## config.mk

```make
export PLATFORM = sky130hd
export DESIGN_NAME = ssh_binary_packet_framer_core
export DESIGN_NICKNAME = d
export VERILOG_FILES = /design/src/design/ssh_bpf_pkg.sv /design/src/design/ssh_binary_packet_framer_core.sv /design/src/design/ssh_bpf_dp.sv /design/src/design/ssh_bpf_ctrl.sv
export VERILOG_INCLUDE_DIRS = /design/src /design/src/design
export SDC_FILE = /design/constraint.sdc
export NUM_CORES = 1
export LEC_CHECK = 0
export BUFFER_PORTS_ARGS = -buffer_cell sky130_fd_sc_hd__buf_2
export CAP_MARGIN = 0
export CORE_AREA = 4 4 133 160
export DETAILED_ROUTE_END_ITERATION = 7
export DIE_AREA = 0 0 137 164
export GPL_TIMING_DRIVEN = 1
export SYNTH_ARGS = -nofsm -noshare
export SYNTH_HDL_FRONTEND = slang
export SYNTH_SLANG_ARGS = --single-unit
export TNS_END_PERCENT = 30
```

## constraint.sdc

```tcl
create_clock -name clk -period 8.85 [get_ports clk]
set_input_delay 0.885 -clock clk [delete_from_list [all_inputs] [get_ports clk]]
set_output_delay 0.885 -clock clk [all_outputs]
set_load 0.02 [all_outputs]
```

## src/design/ssh_binary_packet_framer_core_assert.svh

```systemverilog
// ----------------------------------------------------------------------------
// SSH packet framer assertion macros
// Shared concurrent assertion forms, clocked on clk, idle during reset.
// ----------------------------------------------------------------------------
`ifndef SSH_BINARY_PACKET_FRAMER_CORE_ASSERT_SVH
`define SSH_BINARY_PACKET_FRAMER_CORE_ASSERT_SVH

// Same-cycle implication.
`define SBPF_ASSERT_IMP(lbl, ante, cons, msg) \
	lbl: assert property (@(posedge clk) disable iff (!arst_n) (ante) |-> (cons)) \
		else $error(msg);

// Next-cycle implication.
`define SBPF_ASSERT_NXT(lbl, ante, cons, msg) \
	lbl: assert property (@(posedge clk) disable iff (!arst_n) (ante) |=> (cons)) \
		else $error(msg);

`endif

```

## src/design/ssh_bpf_pkg.sv

```systemverilog
// ----------------------------------------------------------------------------
// ssh_bpf_pkg
// Types, constants and controller/datapath interface for the packet framer.
// ----------------------------------------------------------------------------
package ssh_bpf_pkg;

	localparam logic [15:0] MAX_PAYLOAD = 16'd32768;
	localparam logic [5:0]  BS_MIN      = 6'd4;
	localparam logic [5:0]  BS_MAX      = 6'd32;
	localparam logic [5:0]  PAD_MIN     = 6'd4;
	localparam logic [15:0] HDR_OVERHEAD = 16'd5;   // 4 length bytes + pad length
	localparam logic [31:0] LFSR_TAPS   = 32'h8020_0003;

	// configuration register indexes
	localparam logic CFG_BLOCK_SIZE = 1'b0;
	localparam logic CFG_SEED       = 1'b1;

	// header byte positions carrying the nonzero part of the packet length
	localparam logic [1:0] HDR_IDX_HI = 2'd2;
	localparam logic [1:0] HDR_IDX_LO = 2'd3;

	typedef enum logic [1:0] {
		KIND_LEN    = 2'd0,
		KIND_PADLEN = 2'd1,
		KIND_PAY    = 2'd2,
		KIND_PAD    = 2'd3
	} kind_t;

	typedef struct packed {
		logic       accept;    // input transfer this cycle
		logic       div_step;  // one remainder step
		logic       calc;      // form pad count and packet length
		logic       emit;      // load output register
		kind_t      kind;
		logic [1:0] hdr_idx;
		logic       eop;
	} cmd_t;

	typedef struct packed {
		logic bl_zero;   // next input starts a packet
		logic bl_one;    // payload byte in hand is the last
		logic pad_last;  // one padding byte left
		logic out_free;  // output register can load
	} sts_t;

endpackage

```

## src/design/ssh_binary_packet_framer_core.sv

```systemverilog
// ----------------------------------------------------------------------------
// ssh_binary_packet_framer_core
// Frames payload bytes into SSH binary packets: length, pad length, payload,
// random padding aligned to the cipher block size.
// ----------------------------------------------------------------------------
//  channel | dir | tdata                        | tuser        | tlast
//  s_*     | in  | [7:0] payload_byte,          | -            | -
//          |     | [23:8] payload_length        |              |
//  m_*     | out | [7:0] out_byte               | [1:0] kind   | end_of_packet
//  cfg_*   | in  | cfg_addr 0 block_size, 1 padding_seed, data cfg_data[31:0]
//
// Payload bytes inside a packet go in at one per cycle while the output
// register is free. The first byte of a packet passes through accept, the
// bit-serial remainder unit ((5 + length) mod block size, one quotient bit a
// cycle), a step forming pad and length, five header bytes and the payload
// byte. The packet tail then adds the padding bytes, 4 to 35 of them.
// Reset: arst_n clears the sequencer, counters, block size (8) and LFSR (1).
// Stalls: a single output register sits between controller and m_*; the
// sequencer waits on it, and input is taken only in idle or straight behind
// a non-final payload byte.
// ----------------------------------------------------------------------------
module ssh_binary_packet_framer_core (
	input  logic        clk,
	input  logic        arst_n,
	// configuration write port
	input  logic        cfg_we,
	input  logic        cfg_addr,
	input  logic [31:0] cfg_data,
	// payload in
	input  logic        s_tvalid,
	output logic        s_tready,
	input  logic [23:0] s_tdata,    // [7:0] payload_byte, [23:8] payload_length
	// framed bytes out
	output logic        m_tvalid,
	input  logic        m_tready,
	output logic [7:0]  m_tdata,    // [7:0] out_byte
	output logic [1:0]  m_tuser,    // [1:0] byte_kind
	output logic        m_tlast     // end_of_packet
);

	ssh_bpf_pkg::cmd_t cmd;
	ssh_bpf_pkg::sts_t sts;

	// sequencer: one transfer step per state, commands only
	ssh_bpf_ctrl u_ctrl (
		.clk      (clk),
		.arst_n   (arst_n),
		.s_tvalid (s_tvalid),
		.s_tready (s_tready),
		.sts      (sts),
		.cmd      (cmd)
	);

	// datapath: registers, remainder unit, LFSR and output register
	ssh_bpf_dp u_dp (
		.clk      (clk),
		.arst_n   (arst_n),
		.cfg_we   (cfg_we),
		.cfg_addr (cfg_addr),
		.cfg_data (cfg_data),
		.s_tdata  (s_tdata),
		.cmd      (cmd),
		.sts      (sts),
		.m_tready (m_tready),
		.m_tvalid (m_tvalid),
		.m_tdata  (m_tdata),
		.m_tuser  (m_tuser),
		.m_tlast  (m_tlast)
	);

endmodule

```

## src/design/ssh_bpf_dp.sv

```systemverilog
// ----------------------------------------------------------------------------
// ssh_bpf_dp
// Framer datapath: config, bit-serial remainder, counters, LFSR, output reg.
// ----------------------------------------------------------------------------
module ssh_bpf_dp (
	input  logic              clk,
	input  logic              arst_n,
	input  logic              cfg_we,
	input  logic              cfg_addr,
	input  logic [31:0]       cfg_data,
	input  logic [23:0]       s_tdata,
	input  ssh_bpf_pkg::cmd_t cmd,
	output ssh_bpf_pkg::sts_t sts,
	input  logic              m_tready,
	output logic              m_tvalid,
	output logic [7:0]        m_tdata,
	output logic [1:0]        m_tuser,
	output logic              m_tlast
);

	logic [5:0]  block_size_q;
	logic [15:0] bytes_left_q;
	logic [5:0]  pad_cnt_q;
	logic [31:0] lfsr_q;
	logic        m_tvalid_q;

	logic [7:0]  byte_q;
	logic [5:0]  bs_q;
	logic [15:0] dvd_q;
	logic [5:0]  rem_q;
	logic [15:0] plen_q;
	logic [7:0]  m_tdata_q;
	logic [1:0]  m_tuser_q;
	logic        m_tlast_q;

	logic [15:0] in_len;
	logic [15:0] len_clamp;
	logic [5:0]  bs_clamp;
	logic [5:0]  rem_sh;
	logic [5:0]  pad_base;
	logic [5:0]  pad_fix;
	logic [31:0] lfsr_nxt;
	logic [7:0]  out_byte;

	assign in_len = s_tdata[23:8];

	always_comb begin
		if (in_len == 16'd0) begin
			len_clamp = 16'd1;
		end else if (in_len > ssh_bpf_pkg::MAX_PAYLOAD) begin
			len_clamp = ssh_bpf_pkg::MAX_PAYLOAD;
		end else begin
			len_clamp = in_len;
		end
		if (block_size_q < ssh_bpf_pkg::BS_MIN) begin
			bs_clamp = ssh_bpf_pkg::BS_MIN;
		end else if (block_size_q > ssh_bpf_pkg::BS_MAX) begin
			bs_clamp = ssh_bpf_pkg::BS_MAX;
		end else begin
			bs_clamp = block_size_q;
		end
	end

	// remainder stays below bs (<= 32), so rem_q[5] is clear before the shift
	assign rem_sh   = {rem_q[4:0], dvd_q[15]};
	assign pad_base = bs_q - rem_q;
	assign pad_fix  = (pad_base < ssh_bpf_pkg::PAD_MIN) ? (pad_base + bs_q) : pad_base;
	assign lfsr_nxt = {1'b0, lfsr_q[31:1]} ^ (lfsr_q[0] ? ssh_bpf_pkg::LFSR_TAPS : 32'd0);

	always_comb begin
		case (cmd.kind)
			ssh_bpf_pkg::KIND_LEN: begin
				if (cmd.hdr_idx == ssh_bpf_pkg::HDR_IDX_HI) begin
					out_byte = plen_q[15:8];
				end else if (cmd.hdr_idx == ssh_bpf_pkg::HDR_IDX_LO) begin
					out_byte = plen_q[7:0];
				end else begin
					out_byte = 8'd0;
				end
			end
			ssh_bpf_pkg::KIND_PADLEN: out_byte = {2'b00, pad_cnt_q};
			ssh_bpf_pkg::KIND_PAY:    out_byte = byte_q;
			ssh_bpf_pkg::KIND_PAD:    out_byte = lfsr_nxt[7:0];
			default:                  out_byte = 8'd0;
		endcase
	end

	// control state
	always_ff @(posedge clk or negedge arst_n) begin
		if (!arst_n) begin
			block_size_q <= 6'd8;
			bytes_left_q <= 16'd0;
			pad_cnt_q    <= 6'd0;
			lfsr_q       <= 32'd1;
			m_tvalid_q   <= 1'b0;
		end else begin
			if (cfg_we) begin
				case (cfg_addr)
					ssh_bpf_pkg::CFG_BLOCK_SIZE: block_size_q <= cfg_data[5:0];
					ssh_bpf_pkg::CFG_SEED:
						lfsr_q <= (cfg_data == 32'd0) ? 32'd1 : cfg_data;
					default: ;
				endcase
			end
			if (cmd.accept && sts.bl_zero) begin
				bytes_left_q <= len_clamp;
			end
			if (cmd.calc) begin
				pad_cnt_q <= pad_fix;
			end
			if (cmd.emit && cmd.kind == ssh_bpf_pkg::KIND_PAY) begin
				bytes_left_q <= bytes_left_q - 16'd1;
			end
			if (cmd.emit && cmd.kind == ssh_bpf_pkg::KIND_PAD) begin
				pad_cnt_q <= pad_cnt_q - 6'd1;
				lfsr_q    <= lfsr_nxt;
			end
			if (cmd.emit) begin
				m_tvalid_q <= 1'b1;
			end else if (m_tready) begin
				m_tvalid_q <= 1'b0;
			end
		end
	end

	// payload registers
	always_ff @(posedge clk) begin
		if (cmd.accept) begin
			byte_q <= s_tdata[7:0];
		end
		if (cmd.accept && sts.bl_zero) begin
			bs_q  <= bs_clamp;
			dvd_q <= len_clamp + ssh_bpf_pkg::HDR_OVERHEAD;
			rem_q <= 6'd0;
		end
		if (cmd.div_step) begin
			rem_q <= (rem_sh >= bs_q) ? (rem_sh - bs_q) : rem_sh;
			dvd_q <= {dvd_q[14:0], 1'b0};
		end
		if (cmd.calc) begin
			plen_q <= bytes_left_q + {10'd0, pad_fix} + 16'd1;
		end
		if (cmd.emit) begin
			m_tdata_q <= out_byte;
			m_tuser_q <= cmd.kind;
			m_tlast_q <= cmd.eop;
		end
	end

	assign sts.bl_zero  = (bytes_left_q == 16'd0);
	assign sts.bl_one   = (bytes_left_q == 16'd1);
	assign sts.pad_last = (pad_cnt_q == 6'd1);
	assign sts.out_free = !m_tvalid_q || m_tready;

	assign m_tvalid = m_tvalid_q;
	assign m_tdata  = m_tdata_q;
	assign m_tuser  = m_tuser_q;
	assign m_tlast  = m_tlast_q;

	`include "ssh_binary_packet_framer_core_assert.svh"

	`SBPF_ASSERT_NXT(a_pad_range, cmd.calc, (pad_cnt_q >= 6'd4) && (pad_cnt_q <= 6'd35), "pad count out of range")
	`SBPF_ASSERT_IMP(a_rem_below_bs, cmd.div_step, rem_q < bs_q, "remainder not below block size")
	`SBPF_ASSERT_IMP(a_lfsr_live, cmd.emit && cmd.kind == ssh_bpf_pkg::KIND_PAD, lfsr_q != 32'd0, "padding LFSR locked at zero")

endmodule

```

## src/design/ssh_bpf_ctrl.sv

```systemverilog
// ----------------------------------------------------------------------------
// ssh_bpf_ctrl
// Framer controller: sequences accept, remainder, header, payload, padding.
// ----------------------------------------------------------------------------
module ssh_bpf_ctrl (
	input  logic              clk,
	input  logic              arst_n,
	input  logic              s_tvalid,
	output logic              s_tready,
	input  ssh_bpf_pkg::sts_t sts,
	output ssh_bpf_pkg::cmd_t cmd
);

	typedef enum logic [5:0] {
		ST_IDLE = 6'b000001,
		ST_DIV  = 6'b000010,
		ST_CALC = 6'b000100,
		ST_HDR  = 6'b001000,
		ST_PAY  = 6'b010000,
		ST_PAD  = 6'b100000
	} state_t;

	state_t     state_q, state_d;
	logic [3:0] step_q, step_d;

	always_comb begin
		state_d      = state_q;
		step_d       = step_q;
		s_tready     = 1'b0;
		cmd.accept   = 1'b0;
		cmd.div_step = 1'b0;
		cmd.calc     = 1'b0;
		cmd.emit     = 1'b0;
		cmd.kind     = ssh_bpf_pkg::KIND_PAY;
		cmd.hdr_idx  = step_q[1:0];
		cmd.eop      = 1'b0;
		case (state_q)
			ST_IDLE: begin
				s_tready = 1'b1;
				if (s_tvalid) begin
					cmd.accept = 1'b1;
					step_d     = 4'd0;
					state_d    = sts.bl_zero ? ST_DIV : ST_PAY;
				end
			end
			ST_DIV: begin
				cmd.div_step = 1'b1;
				step_d       = step_q + 4'd1;
				if (&step_q) begin
					state_d = ST_CALC;
				end
			end
			ST_CALC: begin
				cmd.calc = 1'b1;
				step_d   = 4'd0;
				state_d  = ST_HDR;
			end
			ST_HDR: begin
				cmd.kind = (step_q == 4'd4) ? ssh_bpf_pkg::KIND_PADLEN : ssh_bpf_pkg::KIND_LEN;
				if (sts.out_free) begin
					cmd.emit = 1'b1;
					step_d   = step_q + 4'd1;
					if (step_q == 4'd4) begin
						state_d = ST_PAY;
					end
				end
			end
			ST_PAY: begin
				cmd.kind = ssh_bpf_pkg::KIND_PAY;
				if (sts.out_free) begin
					cmd.emit = 1'b1;
					if (sts.bl_one) begin
						state_d = ST_PAD;
					end else begin
						// next byte of the same packet can ride in right behind
						s_tready = 1'b1;
						if (s_tvalid) begin
							cmd.accept = 1'b1;
						end else begin
							state_d = ST_IDLE;
						end
					end
				end
			end
			ST_PAD: begin
				cmd.kind = ssh_bpf_pkg::KIND_PAD;
				cmd.eop  = sts.pad_last;
				if (sts.out_free) begin
					cmd.emit = 1'b1;
					if (sts.pad_last) begin
						state_d = ST_IDLE;
					end
				end
			end
			default: begin
				state_d = ST_IDLE;
			end
		endcase
	end

	always_ff @(posedge clk or negedge arst_n) begin
		if (!arst_n) begin
			state_q <= ST_IDLE;
			step_q  <= 4'd0;
		end else begin
			state_q <= state_d;
			step_q  <= step_d;
		end
	end

	`include "ssh_binary_packet_framer_core_assert.svh"

	`SBPF_ASSERT_IMP(a_emit_free, cmd.emit, sts.out_free, "output loaded while occupied")
	`SBPF_ASSERT_NXT(a_div_to_calc, state_q == ST_DIV && (&step_q), state_q == ST_CALC, "remainder did not finish after 16 steps")
	`SBPF_ASSERT_NXT(a_eop_idle, cmd.emit && cmd.eop, state_q == ST_IDLE, "end of packet without return to idle")

endmodule

```

Word level (Yosys, flattened, before mapping)
Index checks and enable logic that the tools add are counted.
{ "totals": {"in_bits": 62, "reg_bits": 134, "ramBits": 0, "n_memories": 0, "out_inout_bits": 13, "mem_bits_ro": 0, "latchBits": 0} }
{ "classes": {"mul": 0, "addsub": 9, "n_mux": 49, "n_reduce_logical": 22, "n_div": 0, "bitwise_logic": 2, "n_shift": 0, "n_eq_ne": 22, "n_lt_le_gt_ge": 5} }
{ "op_table": {"columns": ["cell", "count"], "rows": [
  ["$mux 32", 5],
  ["$mux 16", 6],
  ["$mux 6", 16],
  ["$pmux 6 s6", 1],
  ["$logic_not 16->1", 2],
  ["$logic_not 32->1", 1],
  ["$pmux 8 s4", 1],
  ["$xor 31x32->32", 1],
  ["$add 16x1->16 const B", 1],
  ["$add 16x3->16 const B", 1],
  ["$add 16x6->16", 1],
  ["$eq 16x1->1 const B", 1],
  ["$gt 16x16->1 const B", 1],
  ["$mux 8", 2],
  ["$pmux 4 s4", 1],
  ["$sub 16x1->16 const B", 1],
  ["$eq 6x1->1 const B", 2],
  ["$lt 6x3->1 const B", 2],
  ["$reduce_bool 2->1", 6],
  ["$sub 6x6->6", 2],
  ["$mux 1", 11],
  ["$pmux 3 s3", 1],
  ["$eq 2x2->1 const B", 4],
  ["$mux 4", 2],
  ["other kinds (28)", 37]
]} }

Depth between registers and ports, before layout
{ "logic_depth": {"word_depth": 8, "mapped_depth": 17, "ltp_nobuf": 17} }

Modules after synthesis
From an unflattened synthesis, not the netlist that was laid out.
{ "hier_totals": {"cells_unflattened": 783, "area_unflattened_um2": 7828.8} }
{ "by_module_without_submodules": {"columns": ["mod", "instances", "area_per_inst_um2", "cells_each"], "rows": [
  ["ssh_bpf_dp", 1, 7056.8, 691],
  ["ssh_bpf_ctrl", 1, 772.0, 92]
]} }

Worst setup path after synthesis
OpenSTA, ideal clock, no wires.
{ "synth_path": {"path_kind": "reg2reg", "from": "reg u_dp.bs_q[0]", "to": "reg u_dp.plen_q[12] (data pin)", "path_slack_ps": 5209, "path_buffers": 0, "setup_time_ps": 264, "arrival_ps": 3377, "required_time_ps": 8586, "stages_incl_launch_ff": 17, "cell_sequence": "edfxtp_1 > inv_1 > ha_1 > inv_1 > fa_1 > nand3_1 > and3b_1 > o32ai_1 > nor3_1 > mux2_2 > fa_1 > nor2b_1 > o21a_1 > o21a_1 > o31a_1 > nand3_1 > xnor2_1"} }
{ "synth_between": {"elab_chain_cells": 5, "word_cells_on_any_way": 6} }
{ "synth_rtl": {"columns": ["element", "line_no", "source"], "rows": [
  ["start: declaration", "ssh_bpf_dp.sv:28", "logic [5:0] bs_q;"],
  ["start signal: assignment", "ssh_bpf_dp.sv:132", "bs_q <= bs_clamp;"],
  ["$sub 6x6->6", "ssh_bpf_dp.sv:66", "assign pad_base = bs_q - rem_q;"],
  ["$add 6x6->6 or $lt 6x3->1 (tied branches)", "ssh_bpf_dp.sv:67", "assign pad_fix = (pad_base < ssh_bpf_pkg::PAD_MIN) ? (pad_base + bs_q) : pad_base;"],
  ["$mux 6 (*)", "ssh_bpf_dp.sv:67", null],
  ["$add 16x6->16 (*)", "ssh_bpf_dp.sv:141", "plen_q <= bytes_left_q + {10'd0, pad_fix} + 16'd1;"],
  ["$add 16x1->16 (*)", "ssh_bpf_dp.sv:141", null],
  ["end signal: assignment", "ssh_bpf_dp.sv:141", null],
  ["end: declaration", "ssh_bpf_dp.sv:31", "logic [15:0] plen_q;"]
]} }
Every way passes the cells marked *; elsewhere a longest branch is shown, timed or not.
A chain may end at the register's enable or synchronous reset.

Final worst setup path
Ends and elaborated chain as after synthesis.

==> results.cfg <==
[clock_network]
cts_resized = 0
postCtsSetupBuffers = 0
cts_buffers = 17
cts_tree = yes
clock-sinks = 134
cts_buffer_depth = 2
clk_latency_ns = 0.43
cts.hold.buffers_added = 0
clock-root-buffer = clkbuf_16
path_clk_slew_ns = 0.07
h-tree-depth = 4

[power]
p_int_mw = 1.31
p_total_mw = 1.96
p_per_area_mw_per_mm2 = 219
netSwitchingFraction_pct = 33.2
leakage_nw = 3.78
combPwrFrac_pct = 21.4
p_seq_share_pct = 44.1
vdd_drop_max_mv = 0.133
clkPwrFrac_pct = 34.5
switching_power_uw = 649

[sta]
setup_viol = 0
final.setup_skew_ns = 0.0127
tightest_slew_ns = 0.986
finalSetupTns_ns = 0
finalCritPeriodShare_pct = 45.2
rsz0062_at_grt = false
fmax_mhz = 250
finalMaxSlewViolations = 0
maxSlewHeadroom_pct = 34.0
period_needed_ns = 4.00
hold_viol_final = 0

[flow_run]
cap_violations = 0

[die]
start_util_pct = 39.6
io_pins = 75
core-area_sq_mm = 0.0196
dieWidth_um = 137
die_area_sq_mm = 0.0225
row_count = 56
die_h_um = 164

[worst_setup_path]
crit_arrival_ns = 4.18
worstSetupPathType = flop to flop
required_ns = 9.02
crit_path_end_kind = flop
cp_max_fo = 4
crit_path_start_kind = flop

[synth]
ys_seq_area_share_pct = 47.1
synthFlopType = dfrtp_1
ys_async_sr_fraction_pct = 53.0
synthesis.area_sq_mm = 0.00777
syn_area_per_cell_sq_um = 9.75
synth_edf_count = 62
yosys_register_bits = 134
synthesis.nets = 893
synthCells = 797
yosys_warnings = 0
yosysUniqueCellTypes = 67

[drt]
via_per_inst = 5.44
dr.max_layer_used = met4
dr_wl_met3_um = 779
drt.antenna.violating_nets = 0
dr.pass1.iters = 4
dr_wl_met2_um = 9660
drt-initial-drc-count = 411
wl_um = 19300
via_count = 6169
drc = 0
drt-met1-wl_um = 8410
wl_per_cell_um = 17.0

[placement]
port_buffers = 74
hpwl_um = 14800
gp_congestion = 0.867

[grt]
track_usage_pct = 17.7
grt_pass1_vias = 5952
overflow = 0
antenna_found_initial = 0
grt_pass1_wl_um = 31000
grt_max_degree = 72

[finish]
diodes = 0
final_nets = 957
drive_gt1_share_pct = 15.3
area_growth_pct = 15.0
utilization_pct = 45.5

[run_status]
status = finished clean

[min_path]
hp-class = flop to flop
==> kinds of logic (layout without fill, tap and decap cells) <==
| kind of cell | Yosys count | in the layout | share of synthesized area (%) |
|---|---|---|---|
| flip-flops | 134 | 134 | 47.1 |
| AND/OR/NAND/NOR | 287 | 287 | 18.3 |
| adder cells (fa/ha/maj) | 34 | 34 | 5.86 |
| AO/OA/AOI/OAI | 190 | 190 | 15.1 |
| XOR/XNOR | 40 | 40 | 4.51 |
| multiplexers | 43 | 43 | 5.69 |
| buffers and inverters | 69 | 146 | 3.38 |
==> worst max-delay path: stages, from the launching register on <==
cell and delay, ns:
edfxtp_1 0.42, inv_1 0.10, ha_1 0.18, inv_1 0.06, fa_1 0.43, nand3_1 0.13, and3b_1 0.20, o32ai_1 0.11
nor3_1 0.38, mux2_2 0.43, fa_1 0.43, nor2b_1 0.13, o21a_1 0.14, o21a_1 0.15, o31a_1 0.19, nand3_1 0.11
xnor2_1 0.14
==> cell usage in the layout, fill, tap and decap left out, types with 7 or more instances in the layout <==
master     count
a211oi_1       7
a21oi_1       63
a31oi_1       10
and2_1         7
and3_1        11
buf_2         74
clkbuf_16     17
dfrtp_1       68
edfxtp_1      62
ha_1          30
inv_1         36
mux2_2         7
mux2i_1       34
nand2_1       67
nand3_1       21
nor2_1        80
nor2b_1       21
nor3_1        17
nor4_1        22
o21a_1         7
o21ai_0       51
xnor2_1       24
xor2_1        16
==> registers in the layout, indices dropped and copies added, names as in the netlist, 2 cells and up <==
signal,cells
u_dp.byte_q,8
u_ctrl.state_q,6
u_dp.pad_cnt_q,6
u_dp.lfsr_q,32
u_dp.block_size_q,6
u_dp.m_tdata,8
u_dp.bytes_left_q,16
u_dp.rem_q,6
u_dp.m_tuser,2
u_ctrl.step_q,4
u_dp.dvd_q,16
u_dp.bs_q,6
u_dp.plen_q,16
==> through the flow <==
stage	cell area, sq um	hold WS (ns)	instances	setup slack [ns]
after floorplan	7770	0.470	797	5.21
final	8930	0.501	1135	4.85
after detailed placement	8380	0.491	1103	4.83
after global routing	8930	0.520	1135	4.38
after CTS	8930	0.506	1135	4.83
after global placement	8380	0.490	1103	4.93
==> routing by layer <==
metal	vias to the layer above	GRT usage, %
met4	0	6.85
met3	31	3.19
met5	-	0
li1	3038	-
met2	138	29.5
met1	2962	22.9
==> cell usage after synthesis (6+ instances only) <==
cell type / number / area share, %
dfrtp_1: 68 / 22
nor3_1: 17 / 1.1
xor2_1: 16 / 1.8
a31oi_1: 10 / 0.81
o21a_1: 7 / 0.68
mux2i_1: 34 / 4.4
nor2_1: 80 / 3.9
edfxtp_1: 62 / 24
and2_1: 7 / 0.56
a21o_1: 6 / 0.58
o21ai_0: 51 / 3.3
nand2b_1: 6 / 0.48
xnor2_1: 24 / 2.7
inv_1: 36 / 1.7
clkbuf_1: 28 / 1.4
a221oi_1: 6 / 0.68
nor2b_1: 21 / 1.7
nand2_1: 68 / 3.3
a211oi_1: 7 / 0.68
or3_1: 6 / 0.48
mux2_2: 7 / 1.0
a21oi_1: 63 / 4.1
ha_1: 30 / 4.8
nand3_1: 22 / 1.4
and3_1: 11 / 0.89
nor4_1: 22 / 1.8
==> final cells by class <==
cell class	count	area, sq um
clock buffer	17	425
clock inverter	15	133
fill	1921	10700
inverter	36	135
multi-input combinational	594	3850
sequential	134	3660
tap	261	327
timing repair buffer	78	400
==> final timing paths <==
| check | startpoint | to | slack, ns | depth (start not counted) |
|---|---|---|---|---|
| hold / removal | u_dp.block_size_q[0] | u_dp.block_size_q[0] | 0.50 | 1 |
| setup / recovery | u_dp.bs_q[0] | u_dp.plen_q[12] | 4.85 | 16 |
| min in group asynchronous | arst_n | u_dp.lfsr_q[19] | 0.66 | 2 |
| setup reg to reg | u_dp.bs_q[0] | u_dp.plen_q[12] | 4.85 | 16 |
| max in group asynchronous | arst_n | u_ctrl.state_q[2] | 7.54 | 2 |
| hold reg to reg | u_dp.block_size_q[0] | u_dp.block_size_q[0] | 0.50 | 1 |
==> power groups by stage <==
stage               registers (mW)  clock network [mW]  logic, mW
floorplan                    0.841                   0      0.311
global placement             0.874                   0      0.417
detailed placement           0.874                   0      0.420
CTS                          0.862               0.687      0.424
global route                 0.877               0.715      0.473
finish                       0.863               0.676      0.419
No activity file was read; power rests on OpenSTA's default activity.
